File: src/rtl/dpcbc_pkg.sv
`timescale 1ns / 1ps
`default_nettype none
// ----------------------------------------------------------------------------
// dpcbc_pkg
// Types and constants shared by the depth point cloud box counter.
// ----------------------------------------------------------------------------
package dpcbc_pkg;

  // Field widths
  localparam int unsigned DepthW  = 16;
  localparam int unsigned ColourW = 24;
  localparam int unsigned IdxW    = 3;
  localparam int unsigned SelW    = 3;
  localparam int unsigned BoundW  = 16;
  localparam int unsigned CoordW  = 10;
  localparam int unsigned DimW    = 11;
  localparam int unsigned DensW   = 5;
  localparam int unsigned ActW    = 4;
  localparam int unsigned ByteW   = 8;
  localparam int unsigned CountW  = 20;
  localparam int unsigned CfgIdxW = 3;
  localparam int unsigned CfgW    = 11;

  // Stream word widths (tdata padded to whole bytes)
  localparam int unsigned InDataW  = 64;
  localparam int unsigned OutDataW = 88;

  localparam logic [CountW-1:0] CountMax = '1;
  localparam logic [DimW-1:0]   GridMax  = 11'd1024;

  // Number of bounds held per box
  localparam int unsigned NumBounds = 6;

  typedef enum logic [1:0] {
    CMD_START = 2'd0,
    CMD_PIXEL = 2'd1,
    CMD_BOUND = 2'd2,
    CMD_READ  = 2'd3
  } cmd_e;

  typedef enum logic [1:0] {
    KIND_POINT = 2'd0,
    KIND_COUNT = 2'd1,
    KIND_ACK   = 2'd2,
    KIND_DROP  = 2'd3
  } kind_e;

  // Bound slots within a box
  localparam int unsigned BndMinX = 0;
  localparam int unsigned BndMaxX = 1;
  localparam int unsigned BndMinY = 2;
  localparam int unsigned BndMaxY = 3;
  localparam int unsigned BndMinD = 4;
  localparam int unsigned BndMaxD = 5;

  // Configuration register indexes
  localparam logic [CfgIdxW-1:0] RegWidth   = 3'd0;
  localparam logic [CfgIdxW-1:0] RegHeight  = 3'd1;
  localparam logic [CfgIdxW-1:0] RegDensity = 3'd2;
  localparam logic [CfgIdxW-1:0] RegColour  = 3'd3;
  localparam logic [CfgIdxW-1:0] RegActive  = 3'd4;

endpackage : dpcbc_pkg
`default_nettype wire

File: src/rtl/depth_point_cloud_box_counter.sv
`timescale 1ns / 1ps
`default_nettype none
// ----------------------------------------------------------------------------
// depth_point_cloud_box_counter
// Depth stream to point cloud converter with per-box point counters.
// ----------------------------------------------------------------------------
// Each input word carries a command in tuser: start frame, pixel sample,
// bound write or count read. Every command yields exactly one output word.
// Pixel samples arrive in raster order; the block tracks the grid position
// itself, stepping x and y by the density up to the target size, and emits
// x, y, depth and optionally the colour bytes. The point is tested against
// every active box in parallel (inclusive min/max on x, y, depth) and each
// hit raises that box's 20-bit saturating count. Samples after the last point
// of a frame come back as dropped words until the next start frame. The block
// takes one word per clock while the output words are taken: an input register
// and an output register surround a single pass of compare and update logic,
// which turns the word held in the input register into the output word. While
// the output word waits, the input register takes one more word and then holds
// the input off until the output word is taken. Write configuration only while
// no word is in flight.
// ----------------------------------------------------------------------------
module depth_point_cloud_box_counter
  import dpcbc_pkg::*;
#(
  parameter int unsigned NUM_BOXES = 8
) (
  input  wire logic                clk_i,
  input  wire logic                rst_ni,
  // Configuration write port
  input  wire logic                cfg_we_i,
  input  wire logic [CfgIdxW-1:0]  cfg_idx_i,
  input  wire logic [CfgW-1:0]     cfg_wdata_i,
  // Input stream
  input  wire logic                s_axis_tvalid_i,
  output logic                     s_axis_tready_o,
  // [15:0] depth, [39:16] packed_colour, [42:40] box_index,
  // [45:43] bound_select, [61:46] bound_value, [63:62] zero
  input  wire logic [InDataW-1:0]  s_axis_tdata_i,
  // [1:0] cmd
  input  wire logic [1:0]          s_axis_tuser_i,
  // Output stream
  output logic                     m_axis_tvalid_o,
  input  wire logic                m_axis_tready_i,
  // [9:0] point_x, [19:10] point_y, [35:20] point_depth, [43:36] red,
  // [51:44] green, [59:52] blue, [60] colour_valid, [80:61] box_count,
  // [87:81] zero
  output logic [OutDataW-1:0]      m_axis_tdata_o,
  // [1:0] kind
  output logic [1:0]               m_axis_tuser_o,
  // frame_last
  output logic                     m_axis_tlast_o
);

  localparam int unsigned LoopW = 6;

  // Configuration registers
  logic [DimW-1:0]  width_q, height_q;
  logic [DensW-1:0] density_q;
  logic             colour_q;
  logic [ActW-1:0]  active_q;

  always_ff @(posedge clk_i or negedge rst_ni) begin
    if (!rst_ni) begin
      width_q   <= 11'd640;
      height_q  <= 11'd480;
      density_q <= 5'd1;
      colour_q  <= 1'b0;
      active_q  <= '0;
    end else if (cfg_we_i) begin
      case (cfg_idx_i)
        RegWidth:   width_q   <= cfg_wdata_i;
        RegHeight:  height_q  <= cfg_wdata_i;
        RegDensity: density_q <= cfg_wdata_i[DensW-1:0];
        RegColour:  colour_q  <= cfg_wdata_i[0];
        RegActive:  active_q  <= cfg_wdata_i[ActW-1:0];
        default: ;
      endcase
    end
  end

  // Input register stage
  logic                  s1_v_q;
  cmd_e                  s1_cmd_q;
  logic [DepthW-1:0]     s1_depth_q;
  logic [ColourW-1:0]    s1_colour_q;
  logic [IdxW-1:0]       s1_idx_q;
  logic [SelW-1:0]       s1_sel_q;
  logic [BoundW-1:0]     s1_val_q;

  logic out_v_q;
  logic out_load;
  logic proc;
  logic s_fire;

  // Advance the output register when empty or being drained
  assign out_load        = !out_v_q || m_axis_tready_i;
  assign proc            = s1_v_q && out_load;
  assign s_axis_tready_o = !s1_v_q || out_load;
  assign s_fire          = s_axis_tvalid_i && s_axis_tready_o;

  always_ff @(posedge clk_i or negedge rst_ni) begin
    if (!rst_ni) begin
      s1_v_q <= 1'b0;
    end else if (s_fire) begin
      s1_v_q <= 1'b1;
    end else if (proc) begin
      s1_v_q <= 1'b0;
    end
  end

  always_ff @(posedge clk_i) begin
    if (s_fire) begin
      s1_cmd_q    <= cmd_e'(s_axis_tuser_i);
      s1_depth_q  <= s_axis_tdata_i[15:0];
      s1_colour_q <= s_axis_tdata_i[39:16];
      s1_idx_q    <= s_axis_tdata_i[42:40];
      s1_sel_q    <= s_axis_tdata_i[45:43];
      s1_val_q    <= s_axis_tdata_i[61:46];
    end
  end

  // Frame and box state
  logic [CoordW-1:0] cursor_x_q, cursor_x_d;
  logic [CoordW-1:0] cursor_y_q, cursor_y_d;
  logic              done_q, done_d;
  logic [BoundW-1:0] bounds_q [NUM_BOXES][NumBounds];
  logic [BoundW-1:0] bounds_d [NUM_BOXES][NumBounds];
  logic [CountW-1:0] counts_q [NUM_BOXES];
  logic [CountW-1:0] counts_d [NUM_BOXES];

  // Result word built this cycle
  kind_e             kind_d;
  logic [CoordW-1:0] px_d, py_d;
  logic [DepthW-1:0] pdep_d;
  logic [ByteW-1:0]  red_d, green_d, blue_d;
  logic              cvalid_d;
  logic              last_d;
  logic [CountW-1:0] bcount_d;

  logic [DimW-1:0]   w_eff, h_eff;
  logic [DensW-1:0]  step;
  logic [DimW-1:0]   nx, ny;
  logic [BoundW-1:0] cx_ext, cy_ext;

  always_comb begin
    // Clamp the grid size and step into their meaningful ranges
    w_eff = (width_q == '0) ? DimW'(1) : ((width_q > GridMax) ? GridMax : width_q);
    h_eff = (height_q == '0) ? DimW'(1) : ((height_q > GridMax) ? GridMax : height_q);
    step  = (density_q == '0) ? DensW'(1) : density_q;
    nx    = {1'b0, cursor_x_q} + DimW'(step);
    ny    = {1'b0, cursor_y_q} + DimW'(step);
    cx_ext = BoundW'(cursor_x_q);
    cy_ext = BoundW'(cursor_y_q);

    cursor_x_d = cursor_x_q;
    cursor_y_d = cursor_y_q;
    done_d     = done_q;
    bounds_d   = bounds_q;
    counts_d   = counts_q;

    kind_d   = KIND_ACK;
    px_d     = '0;
    py_d     = '0;
    pdep_d   = '0;
    red_d    = '0;
    green_d  = '0;
    blue_d   = '0;
    cvalid_d = 1'b0;
    last_d   = 1'b0;
    bcount_d = '0;

    case (s1_cmd_q)
      CMD_START: begin
        // Clear counts and cursor, keep bounds
        for (int b = 0; b < NUM_BOXES; b++) begin
          counts_d[b] = '0;
        end
        cursor_x_d = '0;
        cursor_y_d = '0;
        done_d     = 1'b0;
        kind_d     = KIND_ACK;
      end
      CMD_PIXEL: begin
        if (done_q) begin
          kind_d = KIND_DROP;
        end else begin
          kind_d = KIND_POINT;
          px_d   = cursor_x_q;
          py_d   = cursor_y_q;
          pdep_d = s1_depth_q;
          if (colour_q) begin
            red_d    = s1_colour_q[23:16];
            green_d  = s1_colour_q[15:8];
            blue_d   = s1_colour_q[7:0];
            cvalid_d = 1'b1;
          end
          // Parallel inclusive box tests, one counter per box
          for (int b = 0; b < NUM_BOXES; b++) begin
            if ((LoopW'(b) < LoopW'(active_q)) &&
                (cx_ext >= bounds_q[b][BndMinX]) && (cx_ext <= bounds_q[b][BndMaxX]) &&
                (cy_ext >= bounds_q[b][BndMinY]) && (cy_ext <= bounds_q[b][BndMaxY]) &&
                (s1_depth_q >= bounds_q[b][BndMinD]) &&
                (s1_depth_q <= bounds_q[b][BndMaxD]) &&
                (counts_q[b] != CountMax)) begin
              counts_d[b] = counts_q[b] + CountW'(1);
            end
          end
          // Advance the raster cursor, flag the final point
          if (nx >= w_eff) begin
            cursor_x_d = '0;
            if (ny >= h_eff) begin
              last_d = 1'b1;
              done_d = 1'b1;
            end else begin
              cursor_y_d = ny[CoordW-1:0];
            end
          end else begin
            cursor_x_d = nx[CoordW-1:0];
          end
        end
      end
      CMD_BOUND: begin
        // Out-of-range box or slot is ignored but acknowledged
        for (int b = 0; b < NUM_BOXES; b++) begin
          for (int s = 0; s < NumBounds; s++) begin
            if ((LoopW'(b) == LoopW'(s1_idx_q)) && (SelW'(s) == s1_sel_q)) begin
              bounds_d[b][s] = s1_val_q;
            end
          end
        end
        kind_d = KIND_ACK;
      end
      CMD_READ: begin
        kind_d = KIND_COUNT;
        for (int b = 0; b < NUM_BOXES; b++) begin
          if (LoopW'(b) == LoopW'(s1_idx_q)) begin
            bcount_d = counts_q[b];
          end
        end
      end
      default: ;
    endcase
  end

  always_ff @(posedge clk_i or negedge rst_ni) begin
    if (!rst_ni) begin
      cursor_x_q <= '0;
      cursor_y_q <= '0;
      done_q     <= 1'b0;
      for (int b = 0; b < NUM_BOXES; b++) begin
        counts_q[b] <= '0;
        for (int s = 0; s < NumBounds; s++) begin
          bounds_q[b][s] <= '0;
        end
      end
    end else if (proc) begin
      cursor_x_q <= cursor_x_d;
      cursor_y_q <= cursor_y_d;
      done_q     <= done_d;
      counts_q   <= counts_d;
      bounds_q   <= bounds_d;
    end
  end

  // Output register: hold until taken
  logic [OutDataW-1:0] out_data_q;
  kind_e               out_kind_q;
  logic                out_last_q;

  always_ff @(posedge clk_i or negedge rst_ni) begin
    if (!rst_ni) begin
      out_v_q <= 1'b0;
    end else if (out_load) begin
      out_v_q <= s1_v_q;
    end
  end

  always_ff @(posedge clk_i) begin
    if (proc) begin
      out_kind_q <= kind_d;
      out_last_q <= last_d;
      out_data_q <= {7'b0, bcount_d, cvalid_d, blue_d, green_d, red_d, pdep_d, py_d, px_d};
    end
  end

  assign m_axis_tvalid_o = out_v_q;
  assign m_axis_tdata_o  = out_data_q;
  assign m_axis_tuser_o  = out_kind_q;
  assign m_axis_tlast_o  = out_last_q;

endmodule : depth_point_cloud_box_counter
`default_nettype wire
File: config.mk
export PLATFORM = sky130hd
export DESIGN_NAME = depth_point_cloud_box_counter
export DESIGN_NICKNAME = d
export VERILOG_FILES = /design/src/rtl/dpcbc_pkg.sv /design/src/rtl/depth_point_cloud_box_counter.sv
export SDC_FILE = /design/constraint.sdc
export NUM_CORES = 2
export LEC_CHECK = 0
export BUFFER_PORTS_ARGS = -buffer_cell sky130_fd_sc_hd__buf_2
export CORE_ASPECT_RATIO = 1.1
export CORE_UTILIZATION = 32
export CTS_CLUSTER_DIAMETER = 30
export CTS_CLUSTER_SIZE = 8
export DETAILED_ROUTE_END_ITERATION = 7
export MAX_ROUTING_LAYER = met4
export PLACE_DENSITY = 0.5
export SKIP_CTS_REPAIR_TIMING = 1
export SYNTH_ARGS = -nofsm -noshare
export SYNTH_HDL_FRONTEND = slang
export SYNTH_SLANG_ARGS = --single-unit
File: constraint.sdc
create_clock -name clk_i -period 12.5 [get_ports clk_i]
set_clock_uncertainty 0.2 [all_clocks]
set_input_delay 2.5 -clock clk_i [delete_from_list [all_inputs] [get_ports clk_i]]
set_output_delay 2.5 -clock clk_i [all_outputs]
set_load 0.005 [all_outputs]
==> results.json <==
{
  "setup_tns_ns": 0,
  "die_w_um": 423,
  "start_kind": "primary input",
  "h-tree-depth": 5,
  "synthArstFlopShare_pct": 86.9,
  "whs_path_depth": 1,
  "ys.warnings.count": 0,
  "leakage_nw": 36.4,
  "netlist_area_um2": 62300,
  "core_area_um2": 193000,
  "switching_share_pct": 26.6,
  "p_sw_mw": 3.80,
  "seqPwrFrac_pct": 29.5,
  "antenna_found_initial": 13,
  "hold_viol": 0,
  "clockBufferDepth": 4,
  "die_y_um": 465,
  "syn_area_per_cell_um2": 10.5,
  "cts_buffers": 325,
  "drt_first_pass_iters": 8,
  "r2r_end": "cursor_y_q[3]",
  "p_per_area_nw_per_um2": 185,
  "yosys_register_bits": 1131,
  "critPathRequiredTime_ns": 9.80,
  "hpwl_mm": 121,
  "clkTransAtPathRegs_ns": 0.04,
  "grt_pass1_vias": 47100,
  "period_share_pct": 45.2,
  "outcome": "completed",
  "dieArea_um2": 196000,
  "seq_area_frac_synth_pct": 46.7,
  "pre_cts_ws_ns": 6.07,
  "vias": 47300,
  "drv_cap": 0,
  "p_int_mw": 10.5,
  "place_congestion": 0.841,
  "synth_edf_count": 148,
  "cp_max_fo": 3,
  "drt_iter0_drc": 3160,
  "hp-start": "bounds_q[426]",
  "finalNetCount": 6941,
  "drtAntennaViolNets": 0,
  "endpoint_kind": "output port",
  "grt_use_total_pct": 20.9,
  "drt_wl_total_mm": 200,
  "io_pins": 178,
  "reg2reg_slack_ns": 7.20,
  "overflow": 0,
  "p_clk_share_pct": 56.9,
  "final_common_cell": "dfrtp_1",
  "finalCriticalPeriod_ns": 5.65,
  "netlist_instances": 5907,
  "rsz0062_at_grt": "no",
  "worstMarginPinSlew_ns": 1.23,
  "clock-sinks": 1131,
  "rows": 169,
  "viasPerCell": 5.23,
  "hp-class": "flop to flop",
  "max_freq_mhz": 177,
  "io_buffers": 168,
  "wl_per_cell_um": 22.2,
  "critPathArrivalTime_ns": 2.95,
  "cts_tree": "built",
  "yosysUniqueCellTypes": 91,
  "grt_start_max_net_pins": 165,
  "root_buffer": "clkbuf_16",
  "irDropWorstVdd_mv": 0.0986,
  "drive_gt1_share_pct": 23.3,
  "hold_path_end": "bounds_q[426]",
  "initial_core_util_pct": 32.3,
  "clk_latency_ns": 0.93,
  "max_slew_margin_pct": 17.7,
  "layout_common_cells": "dfrtp_1, ha_1, inv_1",
  "slew_violations": 0,
  "combPwrFrac_pct": 13.6,
  "regToRegStartpoint": "density_q[1]",
  "drc": 0,
  "rr_worst_depth": 17,
  "areaGrowthSynthToFinish_pct": 23.8,
  "setup.worst_path.class": "primary input to output port",
  "grt_pass1_wl_mm": 301,
  "dominantRegCellSynth": "dfrtp_1",
  "fin_ws_ns": 6.85,
  "finalSetupViolCount": 0
}
==> sequential cells by signal, summed over array words and instances (netlist names), 4 cells and up <==
name and cells:
active_q 4, counts_q 160, s1_val_q 16, cursor_x_q 10
cursor_y_q 10, density_q 5, height_q 11, width_q 11
s1_depth_q 16, m_axis_tdata_o 81, s1_colour_q 24, bounds_q 768
==> layer usage <==
metal  vias up  share of wire [%]  track usage [%]
met3       425                4.3             3.00
met5         -                  0                -
li1      21900                  -                -
met4         0                3.0             6.82
met2      1156                 46             32.6
met1     23800                 46             27.8
==> worst max-delay path, cell delays in order <==
cell,delay [ns]
buf_2,0.10
nand3b_1,0.19
buf_2,0.16
==> cell usage after synthesis, types with 9 or more instances <==
| cell | number | share of area, % |
|---|---|---|
| dfrtp_1 | 976 | 39 |
| ha_1 | 616 | 12 |
| inv_1 | 612 | 3.7 |
| mux2_2 | 601 | 11 |
| nand2_1 | 502 | 3.0 |
| o21ai_0 | 383 | 3.1 |
| clkbuf_1 | 258 | 1.6 |
| nor2_1 | 202 | 1.2 |
| a21oi_1 | 197 | 1.6 |
| and3_1 | 149 | 1.5 |
| edfxtp_1 | 148 | 7.1 |
| nand3_1 | 137 | 1.1 |
| nor3_1 | 103 | 0.83 |
| nand4_1 | 85 | 0.85 |
| nor4_1 | 80 | 0.80 |
| a21o_1 | 61 | 0.74 |
| o211ai_1 | 58 | 0.70 |
| a211oi_1 | 46 | 0.55 |
| a31oi_1 | 46 | 0.46 |
| o22ai_1 | 45 | 0.45 |
| nor2b_1 | 41 | 0.41 |
| and2_1 | 40 | 0.40 |
| a221o_1 | 37 | 0.59 |
| nand2b_1 | 37 | 0.37 |
| a2111oi_0 | 34 | 0.48 |
| o31ai_1 | 27 | 0.33 |
| o21a_1 | 26 | 0.31 |
| or4_1 | 24 | 0.29 |
| or2_2 | 19 | 0.19 |
| buf_2 | 17 | 0.14 |
| mux4_2 | 16 | 0.58 |
| nor3b_1 | 16 | 0.19 |
| or3_1 | 15 | 0.15 |
| a211o_1 | 14 | 0.20 |
| a22o_1 | 14 | 0.20 |
| o311ai_0 | 13 | 0.18 |
| buf_1 | 12 | 0.072 |
| o2111ai_1 | 12 | 0.17 |
| a21bo_2 | 10 | 0.16 |
| and4_1 | 10 | 0.14 |
| buf_4 | 10 | 0.12 |
| o22ai_2 | 10 | 0.20 |
| xnor2_1 | 10 | 0.14 |
| a22oi_1 | 9 | 0.11 |
==> how the worst max path moves through the flow <==
stage,startpoint,end,slack (ns),cells past startpoint
2_1_floorplan,m_axis_tready_i,bounds_q[669],5.66,9
3_3_place_gp,m_axis_tready_i,counts_q[3],6.15,11
3_5_place_dp,m_axis_tready_i,counts_q[2],6.07,11
4_1_cts,m_axis_tready_i,s_axis_tready_o,6.85,3
5_1_grt,density_q[1],cursor_y_q[3],6.78,17
6_report,m_axis_tready_i,s_axis_tready_o,6.85,3
==> cell type report <==
type,instances,area (um2)
Fill cell,18600,116000
Inverter,612,2300
Sequential cell,1131,29100
Clock inverter,142,1740
Tap cell,2565,3210
Multi-Input combinational cell,3872,29900
Antenna cell,1,2.50
Clock buffer,423,9080
Timing Repair Buffer,296,1860
==> per-stage QoR <==
stage	cell area (um2)	instances	util [%]	hold slack, ns	power, mW
after global routing	77100	9041	39.9	0.302	14.8
after global placement	66300	8476	34.3	0.278	6.16
after CTS	77100	9041	39.9	0.297	14.4
after detailed placement	66300	8476	34.3	0.288	6.20
final	77100	9042	39.9	0.293	14.3
after floorplan	62300	5913	-	0.268	5.39
==> kinds of logic after synthesis <==
logic type | share of synthesized area, %
and+or+nand+nor | 11.9
DFF | 46.7
AOI/OAI and AO/OA | 11.6
buffers and inverters | 5.59
muxes | 11.6
adders and majority gates | 12.4
xor gates and xnor gates | 0.225
other | 0.00602
==> power by group through the flow <==
stage / logic (mW) / registers (mW) / clock network, mW
after floorplan: 1.16 / 4.23 / 0
final: 1.94 / 4.20 / 8.12
after detailed placement: 1.94 / 4.25 / 0
after CTS: 1.96 / 4.20 / 8.24
after global placement: 1.91 / 4.24 / 0
after global routing: 2.16 / 4.23 / 8.45
Note: power is estimated with default switching activity, not from simulation.
